`config.mk`:
```
export PLATFORM = sky130hd
export DESIGN_NAME = sorted_key_table
export DESIGN_NICKNAME = d
export VERILOG_FILES = /design/src/rtl/core/skt_pkg.sv /design/src/rtl/core/sorted_key_table.sv /design/src/rtl/core/skt_ram.sv /design/src/rtl/core/skt_engine.sv
export SDC_FILE = /design/constraint.sdc
export NUM_CORES = 2
export LEC_CHECK = 0
export BUFFER_PORTS_ARGS = -buffer_cell sky130_fd_sc_hd__buf_4
export CAP_MARGIN = 20
export CORE_MARGIN = 8
export CORE_UTILIZATION = 35
export CTS_CLUSTER_DIAMETER = 50
export DETAILED_ROUTE_END_ITERATION = 7
export SETUP_SLACK_MARGIN = 0.1
export SLEW_MARGIN = 10
export SYNTH_ARGS = -nofsm -noshare
export SYNTH_HDL_FRONTEND = slang
export SYNTH_SLANG_ARGS = --single-unit
```
`constraint.sdc`:
```
create_clock -name aclk -period 8.4 [get_ports aclk]
set_clock_uncertainty 0.2 [all_clocks]
set_input_delay 0.42 -clock aclk [delete_from_list [all_inputs] [get_ports aclk]]
set_output_delay 0.42 -clock aclk [all_outputs]
set_load 0.05 [all_outputs]
```
`src/rtl/core/skt_pkg.sv`:
```
// ----------------------------------------------------------------------------
// skt_pkg
// Shared types and constants of the sorted key table: request and result
// payloads, operation and status codes.
// ----------------------------------------------------------------------------
`default_nettype none

package skt_pkg;

    localparam int CAPACITY_DEF = 64;
    localparam int KEY_W        = 32;
    localparam int IDX_W        = 7;

    localparam logic [1:0] OP_ADD    = 2'd0;
    localparam logic [1:0] OP_FIND   = 2'd1;
    localparam logic [1:0] OP_DELETE = 2'd2;

    localparam logic [1:0] ST_DONE    = 2'd0;
    localparam logic [1:0] ST_MISSING = 2'd1;
    localparam logic [1:0] ST_FULL    = 2'd2;

    typedef struct packed {
        logic [1:0]       operation;
        logic [KEY_W-1:0] key;
    } skt_req_t;

    typedef struct packed {
        logic [IDX_W-1:0] index;
        logic             found;
        logic [IDX_W-1:0] count;
        logic [1:0]       status;
    } skt_rsp_t;

    // finished result handed from the sequencer to the output register
    typedef struct packed {
        logic     valid;
        skt_rsp_t data;
    } skt_done_t;

endpackage

`default_nettype wire

```
`src/rtl/core/sorted_key_table.sv`:
```
// an add moves larger entries up one slot and then writes its key; a refused add and
// the unused code finish at once; find and delete binary-search with at most
// log2(count)+1 probes, and a delete hit then moves the later entries down one slot
// throughput: one request at a time; the next is taken once the result sits in the
// output register, set by the single RAM read port and the shared key comparator
// reset: sync active-low aresetn empties the table and clears output valid; keys stay
// ----------------------------------------------------------------------------
// sorted_key_table
// Sorted key table with binary search over a key RAM, and output register.
// ----------------------------------------------------------------------------
`default_nettype none

module sorted_key_table
    import skt_pkg::*;
#(
    parameter int CAPACITY = CAPACITY_DEF
) (
    input  wire logic     aclk,
    input  wire logic     aresetn,
    input  wire logic     s_valid,
    output logic          s_ready,
    input  wire skt_req_t s_data,
    output logic          m_valid,
    input  wire logic     m_ready,
    output skt_rsp_t      m_data
);

    localparam int AW = $clog2(CAPACITY);

    skt_done_t        done;
    logic             out_free;
    logic             ram_wr_en, ram_rd_en;
    logic [AW-1:0]    ram_wr_addr, ram_rd_addr;
    logic [KEY_W-1:0] ram_wr_data, ram_rd_data;

    logic     m_valid_reg, m_valid_next;
    skt_rsp_t m_data_reg, m_data_next;

    skt_ram #(
        .WIDTH (KEY_W),
        .DEPTH (CAPACITY)
    ) u_ram (
        .aclk    (aclk),
        .wr_en   (ram_wr_en),
        .wr_addr (ram_wr_addr),
        .wr_data (ram_wr_data),
        .rd_en   (ram_rd_en),
        .rd_addr (ram_rd_addr),
        .rd_data (ram_rd_data)
    );

    skt_engine #(
        .CAPACITY (CAPACITY)
    ) u_engine (
        .aclk        (aclk),
        .aresetn     (aresetn),
        .s_valid     (s_valid),
        .s_ready     (s_ready),
        .s_data      (s_data),
        .done        (done),
        .out_free    (out_free),
        .ram_wr_en   (ram_wr_en),
        .ram_wr_addr (ram_wr_addr),
        .ram_wr_data (ram_wr_data),
        .ram_rd_en   (ram_rd_en),
        .ram_rd_addr (ram_rd_addr),
        .ram_rd_data (ram_rd_data)
    );

    assign out_free = !m_valid_reg || m_ready;

    always_comb begin
        m_valid_next = m_valid_reg;
        m_data_next  = m_data_reg;
        if (done.valid && out_free) begin
            m_valid_next = 1'b1;
            m_data_next  = done.data;
        end else if (m_ready) begin
            m_valid_next = 1'b0;
        end
    end

    always_ff @(posedge aclk) begin
        if (!aresetn) begin
            m_valid_reg <= 1'b0;
        end else begin
            m_valid_reg <= m_valid_next;
        end
        m_data_reg <= m_data_next;
    end

    assign m_valid = m_valid_reg;
    assign m_data  = m_data_reg;

    // a taken request always moves the sequencer out of its ready state
    a_busy_after_accept: assert property (@(posedge aclk) disable iff (!aresetn)
        s_valid && s_ready |=> !s_ready)
        else $error("sequencer still ready after taking a request");

    a_full_count: assert property (@(posedge aclk) disable iff (!aresetn)
        m_valid && m_data.status == ST_FULL |-> m_data.count == IDX_W'(CAPACITY))
        else $error("full status with table not at capacity");

    a_found_done: assert property (@(posedge aclk) disable iff (!aresetn)
        m_valid && m_data.found |-> m_data.status == ST_DONE)
        else $error("match reported with non-done status");

    a_add_index: assert property (@(posedge aclk) disable iff (!aresetn)
        m_valid && m_data.status == ST_FULL |-> m_data.index == '0 && !m_data.found)
        else $error("refused add reports an index");

endmodule

`default_nettype wire

```
`src/rtl/core/skt_ram.sv`:
```
// ----------------------------------------------------------------------------
// skt_ram
// Generic single-write, single-read RAM with registered read data.
// ----------------------------------------------------------------------------
`default_nettype none

module skt_ram #(
    parameter int WIDTH = 32,
    parameter int DEPTH = 64
) (
    input  wire logic                     aclk,
    input  wire logic                     wr_en,
    input  wire logic [$clog2(DEPTH)-1:0] wr_addr,
    input  wire logic [WIDTH-1:0]         wr_data,
    input  wire logic                     rd_en,
    input  wire logic [$clog2(DEPTH)-1:0] rd_addr,
    output logic      [WIDTH-1:0]         rd_data
);

    logic [WIDTH-1:0] mem [DEPTH];

    always_ff @(posedge aclk) begin
        if (wr_en) begin
            mem[wr_addr] <= wr_data;
        end
        if (rd_en) begin
            rd_data <= mem[rd_addr];
        end
    end

endmodule

`default_nettype wire

```
`src/rtl/core/skt_engine.sv`:
```
// ----------------------------------------------------------------------------
// skt_engine
// Sequencer of the sorted key table: insertion shift, binary search and
// delete shift over the key RAM; the first two share one key comparator.
// ----------------------------------------------------------------------------
`default_nettype none

module skt_engine
    import skt_pkg::*;
#(
    parameter int CAPACITY = CAPACITY_DEF
) (
    input  wire logic                        aclk,
    input  wire logic                        aresetn,
    input  wire logic                        s_valid,
    output logic                             s_ready,
    input  wire skt_req_t                    s_data,
    output skt_done_t                        done,
    input  wire logic                        out_free,
    output logic                             ram_wr_en,
    output logic [$clog2(CAPACITY)-1:0]      ram_wr_addr,
    output logic [KEY_W-1:0]                 ram_wr_data,
    output logic                             ram_rd_en,
    output logic [$clog2(CAPACITY)-1:0]      ram_rd_addr,
    input  wire logic [KEY_W-1:0]            ram_rd_data
);

    localparam int AW = $clog2(CAPACITY);
    localparam int CW = $clog2(CAPACITY + 1);

    typedef enum logic [7:0] {
        S_IDLE     = 8'b0000_0001,
        S_ADD_RD   = 8'b0000_0010,
        S_ADD_CMP  = 8'b0000_0100,
        S_SRCH_RD  = 8'b0000_1000,
        S_SRCH_CMP = 8'b0001_0000,
        S_DEL_RD   = 8'b0010_0000,
        S_DEL_WR   = 8'b0100_0000,
        S_FIN      = 8'b1000_0000
    } state_t;

    state_t           state_reg, state_next;
    logic [1:0]       op_reg, op_next;
    logic [KEY_W-1:0] key_reg, key_next;
    logic [CW-1:0]    count_reg, count_next;
    logic [CW-1:0]    lo_reg, lo_next;
    logic [CW-1:0]    hx_reg, hx_next;     // exclusive upper bound of the search
    logic [CW-1:0]    ptr_reg, ptr_next;
    logic [CW-1:0]    idx_reg, idx_next;
    logic             found_reg, found_next;
    logic [1:0]       status_reg, status_next;

    // shared comparator: stored entry against the request key
    logic key_lt, key_eq, key_gt;
    assign key_lt = ram_rd_data < key_reg;
    assign key_eq = ram_rd_data == key_reg;
    assign key_gt = !key_lt && !key_eq;

    logic [CW:0]   mid_sum;
    logic [CW-1:0] mid;
    logic [CW:0]   ptr_inc;
    logic [CW-1:0] ptr_dec;
    assign mid_sum = {1'b0, lo_reg} + {1'b0, hx_reg} - {{CW{1'b0}}, 1'b1};
    assign mid     = mid_sum[CW:1];
    assign ptr_inc = {1'b0, ptr_reg} + {{CW{1'b0}}, 1'b1};
    assign ptr_dec = ptr_reg - {{(CW-1){1'b0}}, 1'b1};

    always_comb begin
        state_next  = state_reg;
        op_next     = op_reg;
        key_next    = key_reg;
        count_next  = count_reg;
        lo_next     = lo_reg;
        hx_next     = hx_reg;
        ptr_next    = ptr_reg;
        idx_next    = idx_reg;
        found_next  = found_reg;
        status_next = status_reg;
        ram_wr_en   = 1'b0;
        ram_wr_addr = ptr_reg[AW-1:0];
        ram_wr_data = key_reg;
        ram_rd_en   = 1'b0;
        ram_rd_addr = ptr_dec[AW-1:0];

        unique case (state_reg)
            S_IDLE: begin
                if (s_valid) begin
                    op_next     = s_data.operation;
                    key_next    = s_data.key;
                    idx_next    = '0;
                    found_next  = 1'b0;
                    status_next = ST_DONE;
                    lo_next     = '0;
                    hx_next     = count_reg;
                    ptr_next    = count_reg;
                    unique case (s_data.operation) inside
                        OP_ADD: begin
                            if (count_reg >= CW'(CAPACITY)) begin
                                status_next = ST_FULL;
                                state_next  = S_FIN;
                            end else begin
                                state_next = S_ADD_RD;
                            end
                        end
                        OP_FIND, OP_DELETE: state_next = S_SRCH_RD;
                        default:            state_next = S_FIN;
                    endcase
                end
            end
            S_ADD_RD: begin
                if (ptr_reg == '0) begin
                    ram_wr_en  = 1'b1;
                    count_next = count_reg + 1'b1;
                    state_next = S_FIN;
                end else begin
                    ram_rd_en  = 1'b1;
                    state_next = S_ADD_CMP;
                end
            end
            S_ADD_CMP: begin
                ram_wr_en = 1'b1;
                if (key_gt) begin
                    // larger entry moves up one slot
                    ram_wr_data = ram_rd_data;
                    ptr_next    = ptr_dec;
                    state_next  = S_ADD_RD;
                end else begin
                    count_next = count_reg + 1'b1;
                    state_next = S_FIN;
                end
            end
            S_SRCH_RD: begin
                if (lo_reg >= hx_reg) begin
                    idx_next    = count_reg;
                    status_next = ST_MISSING;
                    state_next  = S_FIN;
                end else begin
                    ptr_next    = mid;
                    ram_rd_en   = 1'b1;
                    ram_rd_addr = mid[AW-1:0];
                    state_next  = S_SRCH_CMP;
                end
            end
            S_SRCH_CMP: begin
                if (key_eq) begin
                    idx_next   = ptr_reg;
                    found_next = 1'b1;
                    state_next = (op_reg == OP_DELETE) ? S_DEL_RD : S_FIN;
                end else if (key_lt) begin
                    lo_next    = ptr_inc[CW-1:0];
                    state_next = S_SRCH_RD;
                end else begin
                    hx_next    = ptr_reg;
                    state_next = S_SRCH_RD;
                end
            end
            S_DEL_RD: begin
                if (ptr_inc >= {1'b0, count_reg}) begin
                    count_next = count_reg - 1'b1;
                    state_next = S_FIN;
                end else begin
                    ram_rd_en   = 1'b1;
                    ram_rd_addr = ptr_inc[AW-1:0];
                    state_next  = S_DEL_WR;
                end
            end
            S_DEL_WR: begin
                ram_wr_en   = 1'b1;
                ram_wr_data = ram_rd_data;
                ptr_next    = ptr_inc[CW-1:0];
                state_next  = S_DEL_RD;
            end
            S_FIN: begin
                if (out_free) begin
                    state_next = S_IDLE;
                end
            end
            default: state_next = S_IDLE;
        endcase
    end

    always_ff @(posedge aclk) begin
        if (!aresetn) begin
            state_reg <= S_IDLE;
            count_reg <= '0;
        end else begin
            state_reg <= state_next;
            count_reg <= count_next;
        end
        op_reg     <= op_next;
        key_reg    <= key_next;
        lo_reg     <= lo_next;
        hx_reg     <= hx_next;
        ptr_reg    <= ptr_next;
        idx_reg    <= idx_next;
        found_reg  <= found_next;
        status_reg <= status_next;
    end

    assign s_ready           = state_reg == S_IDLE;
    assign done.valid        = state_reg == S_FIN;
    assign done.data.index   = IDX_W'(idx_reg);
    assign done.data.found   = found_reg;
    assign done.data.count   = IDX_W'(count_reg);
    assign done.data.status  = status_reg;

endmodule

`default_nettype wire

```
Word-level counts from Yosys, hierarchy flattened --
Memories as Yosys holds them, arrays and structs flattened. A register that Yosys moved wholly into a read port is not among the register bits. Cells that the tools add are included.
Cells by class: muxes and demuxes 52, equality and inequality tests 24, $lt $le $gt $ge 4, reduce and logical (&&, ||, !) cells 25, add/sub/neg operators 6
Operator list (count):
- two-way mux 7 bit | 13
- two-way mux 8 bit | 9
- case mux 32 bit (2 select lines) | 1
- case mux 8 bit (8 select lines) | 1
- case mux 7 bit (3 select lines) | 2
- equality test 32 bit | 1
- < comparator 32 bit | 1
- two-way mux 32 bit | 1
- case mux 7 bit (2 select lines) | 2
- case mux 7 bit (4 select lines) | 1
- AND reduction 4 bit | 5
- case mux 8 bit (2 select lines) | 1
- != test 2 x 1 -> 1 bit (second input constant) | 7
- subtractor 7 x 1 -> 7 bit (second input constant) | 2
- two-way mux 6 bit | 2
- case mux 6 bit (2 select lines) | 1
- two-way mux 1 bit | 10
- != test 2 bit (second input constant) | 5
- adder 7 x 1 -> 8 bit (second input constant) | 1
- adder 7 x 7 -> 8 bit | 1
- equality test 8 x 1 -> 1 bit (second input constant) | 1
- equality test 8 x 2 -> 1 bit (second input constant) | 1
- equality test 8 x 3 -> 1 bit (second input constant) | 1
- equality test 8 x 4 -> 1 bit (second input constant) | 1
- 26 further kinds | 40
Storage, ports and cells: RAM bits 2048, memories 1, register bits after elaboration 98, output and inout bits 19
Memory list:
- u_ram.mem | depth 64, width 32, read ports 1, clocked after memory_dff 1, write ports 1, RTL line skt_ram.sv:20 | logic [WIDTH-1:0] mem [DEPTH];

Longest topological paths before layout --
word-level depth 5, gate-level depth with buffers 20

Cells and area by module --
Synthesis repeated with hierarchy kept, for this count alone.
Second synthesis, totals: cell total of the unflattened synthesis 3972, area total of the unflattened synthesis 85213.0 sq um
Modules (own cells, without submodules):
- skt_ram | sequential area each 62459.9 sq um, times used 1, area an instance 78835.6 sq um, cells an instance 3324
- skt_engine | sequential area each 2252.2 sq um, times used 1, area an instance 5809.3 sq um, cells an instance 626
- sorted_key_table | sequential area each 530.5 sq um, times used 1, area an instance 568.0 sq um, cells an instance 22

Worst setup path after synthesis --
No wires, ideal clock.
path type register to register, start register u_engine.state_reg[7], end memory u_ram.mem[36][0] (enable), path buffers 1, cell stages (with the launch flop) 8, setup slack 2125 ps, clock period less this slack 6275 ps, setup time 513 ps, arrival 5561 ps, path through dfxtp_1 -> or4_4 -> or3_1 -> or3b_2 -> clkbuf_1 -> nand3_1 -> nand3_1 -> nor4b_1
Between the ends: word-level cells in the longest chain between the ends 5, elaborated cells on any way between the ends 7, those cells by class eq/ne: 3; mux: 3; reduce/logical: 1
Ends and longest elaborated chain:
- from (decl) | RTL line skt_engine.sv:42 | state_t state_reg, state_next;
- from (signal assigned) | RTL line skt_engine.sv:187 | state_reg <= state_next;
- equality test 8 x 7 -> 1 bit or equality test 8 x 3 -> 1 bit (tied branches) | RTL line skt_engine.sv:85 | unique case (state_reg)
- OR reduction 2 bit (no line)
- case mux 1 bit (2 select lines) * | RTL line skt_engine.sv:85
- two-way mux 1 bit * | RTL line skt_ram.sv:23 | if (wr_en) begin
- two-way mux 1 bit (implied by the code) * | RTL line skt_ram.sv:24 | mem[wr_addr] <= wr_data;
- to (decl) | RTL line skt_ram.sv:20
Every way passes the cells marked *; elsewhere a longest branch is shown, timed or not.

Final worst setup path --
start register u_engine.ptr_reg[5], end register u_ram.rd_data[14] (read register of u_ram.mem), data pin
Between the ends: word-level cells in the longest chain between the ends 4, elaborated cells on any way between the ends 10, those cells by class add/sub: 2; order compare: 1; mux: 6; reduce/logical: 1
Ends and longest elaborated chain:
- from (decl) | RTL line skt_engine.sv:48 | logic [CW-1:0] ptr_reg, ptr_next;
- from (signal assigned) | RTL line skt_engine.sv:194 | ptr_reg <= ptr_next;
- adder 7 x 1 -> 8 bit * | RTL line skt_engine.sv:65 | assign ptr_inc = {1'b0, ptr_reg} + {{CW{1'b0}}, 1'b1};
- net u_engine.ptr_inc[6] | RTL line skt_engine.sv:61 | logic [CW:0] ptr_inc;
- >= comparator 8 x 7 -> 1 bit * | RTL line skt_engine.sv:158 | if (ptr_inc >= {1'b0, count_reg}) begin
- two-way mux 1 bit or two-way mux 6 bit (tied branches) | RTL line skt_engine.sv:158
- case mux 1 bit (3 select lines) or case mux 6 bit (2 select lines) (tied branches) | RTL line skt_engine.sv:85
- to (decl) | RTL line skt_ram.sv:17 | output logic [WIDTH-1:0] rd_data
The timed path passes the listed nets; every way through them passes the cells marked *. A chain may end at the register's enable or synchronous reset.

==> key figures <==
Outcome
  – Status: completed

Global routing
  – First-pass GRT wire length: 369000 um
  – Initial antenna violation count: 9
  – GRT Total Usage: 18.9%
  – Number of global-route vias before repair: 50100
  – Congestion Overflow GR: 0
  – Largest net degree at the start of global routing: 115

Yosys
  – Mapped Nets: 5734
  – Unique cell type count in the Yosys netlist: 85
  – Post-synth EDFFs: 2162
  – Seq cells post-synth: 2178
  – Seq/Total Area, Yosys: roughly three quarters
  – Synth top area share: between 70% and 80%
  – Top-count cell post-synth: edfxtp_1
  – Post-synthesis cell count: 5627
  – Top cells by instance count after synthesis: edfxtp_1 (2162), nand2_1 (1231), nand3_1 (431), mux4_2 (211), buf_2 (159)
  – Predominant post-synthesis flop cell: edfxtp_1
  – Synth area leaders: edfxtp_1 (74%), mux4_2 (5.4%), nand2_1 (5.3%), nand3_1 (2.5%), ha_1 (0.96%)
  – Synthesized area: around 0.087 mm^2
  – Warnings from Yosys: 0
  – Asr flop ratio synth: 0%
  – Syn Area/Cell: 15.5 um^2
  – Yosys top cell by area: edfxtp_1

Place
  – Final GP Congestion: 0.887
  – Cells after DPL: a little under 9000
  – Port bufs: 56
  – Post-DP HPWL: 148000 um

Power and ir drop
  – Power density over cell area: a little over 400 mW/mm^2
  – Peak supply drop: 0.503 mV
  – LEAKAGE: 32.9 nW

Critical path
  – CP Launch Type: flop
  – Critical path data required time: 8830 ps
  – Arrival time worst endpoint: 7320 ps
  – CP max stage cell: nor2_1
  – Crit path cell chain: nand3_1, nor2_1, xor2_1, ha_1, a21oi_1, nand2_1, a31o_2, nor3_2, a22o_1, or2_2, buf_4, nand2_1, nor2_1, a22o_1, a311oi_1, and3_1
  – WP buf/inv: 1
  – Kind of critical path: reg -> reg
  – Critical Path End Type: flop
  – CP Max Fanout: 18
  – Slowest cell delay on critical path: 770 ps
  – CP top delay family: simple AND/OR/NAND/NOR gates

Clock tree
  – CTS tree: done
  – # H-tree levels: 4
  – CTS Buf Count: between 200 and 250
  – Clock-pin transition on the worst setup and hold timing paths: roughly 60 ps
  – PostCTS Resize Cnt: 0
  – Clk_lat worst skew: ~900 ps
  – Clk root buf: clkbuf_16
  – Clk sink count: roughly 2200
  – CTS max path bufs: 3
  – Postcts setup bufs: 0

Cells and area
  – Finished Layout Cells: between 9000 and 10000
  – Number of flip-flops in the largest register: between 2000 and 2500
  – Area growth from synthesis to layout: 14.4%
  – Layout cells sized above 1: 15.1%
  – Total Nets Final: 5922

Route
  – Starting DRT DRC Count: roughly 7000
  – DR vias/cell: 5.57
  – First-pass detailed-route iteration total: 8
  – DR WL/cell: 27.6 um
  – Residual DRC: 0
  – Routed via count: between 50000 and 60000
  – Post-route ant nets: 0
  – Drt total wl: 258000 um

STA
  – Fmax: 145 MHz
  – Slew @ Worst Pin: about 1200 ps
  – Final period utilization: approximately 80%
  – Tmin final: about 6900 ps
  – Max_slew headroom: 19.5%
  – Setup violations, final: 0
  – RSZ-0062 raised after global routing: false
  – Fin. max-slew vios: 0
  – Fin. Hold Viols: 0
  – Minimum hold slack: 58.1 ps
  – Setup TNS: 0 ps

Floorplan
  – Die area: 0.266 mm^2
  – DIE HEIGHT: ~520 um
  – Initial Utilization: 35.2%
  – Row count: 183
  – Die width: 515 um
  – Core Box Area: 0.248 mm^2
  – I/O Pins: between 50 and 60

Job
  – Max Cap Viol: 0

Min path
  – Worst hold path type: in -> reg
layer usage:
metal | up-vias | wire length [um] | global-route usage (%)
li1 | 22000 | - | -
met5 | - | 26 | 0
met2 | 2853 | 116000 | 28.9
met4 | 4 | 12500 | 8.40
met3 | 457 | 27000 | 4.19
met1 | 26800 | 103000 | 26.0
worst paths after layout:
check / startpoint / endpoint / slack [ps] / cells after the start
worst min-delay path: s_data[15] / u_engine.key_reg[15] / 60 / 2
worst max-delay path: u_engine.ptr_reg[5] / u_ram.rd_data[14] / 1510 / 16
worst max register to register: u_engine.ptr_reg[5] / u_ram.rd_data[14] / 1510 / 16
worst min register to register: u_engine.idx_reg[0] / m_data[10] / 220 / 0
layout by cell type (no fill, tap or decap), types with 62 or more instances in the layout:
cell and instances:
nor2_1 72, a31oi_1 132, nand2_1 1230, edfxtp_1 2162, nor2_4 62, ha_1 67
nand3_1 431, buf_4 228, inv_1 77, clkbuf_16 222, and3_1 118, mux2i_1 73
a21oi_1 111, mux4_2 211
final cells by class:
type                    count  area, um^2
multi-input cells        3046       20500
well taps                3330        4170
fillers                 22400      148000
diodes                      6        15.0
flip-flops and latches   2178       65200
repair buffers            291        2520
clock buffers             266        5750
inverters                  79         298
clock inverters           141        1350
cell families after synthesis:
kind of cell	Yosys count	share of synthesized area, %
XOR/XNOR	19	0.191
adder cells (fa/ha/maj)	69	1.01
flip-flops	2178	74.8
AND/OR/NAND/NOR	2047	10.2
multiplexers	315	6.68
AO/OA/AOI/OAI	596	4.70
buffers and inverters	403	2.47
metrics by stage:
step           total power, mW  area (um^2)  utilization [%]  worst slack [ps]
6_report                  40.4        99800             40.2              1510
5_1_grt                   41.9        99800             40.2              1310
4_1_cts                   40.3        99800             40.2              1580
3_5_place_dp              30.7        92300             37.2              1660
3_3_place_gp              30.6        92200             37.2              1510
2_1_floorplan             24.2        87300                -              2130
repair_timing:
action                                  in CTS  in global routing
endpoints found under the hold margin       53                  0
endpoints found under the setup margin       0                  0
hold buffers                                39                  0
report_power, final:
group	switching [mW]	internal, mW	total [mW]	leakage, nW
Combinational	12.1	5.45	17.6	9.82
Clock	4.21	5.39	9.60	3.43
Sequential	0.202	13.0	13.2	19.6
Total	16.6	23.8	40.4	32.9
No activity file was read; power rests on OpenSTA's default activity.
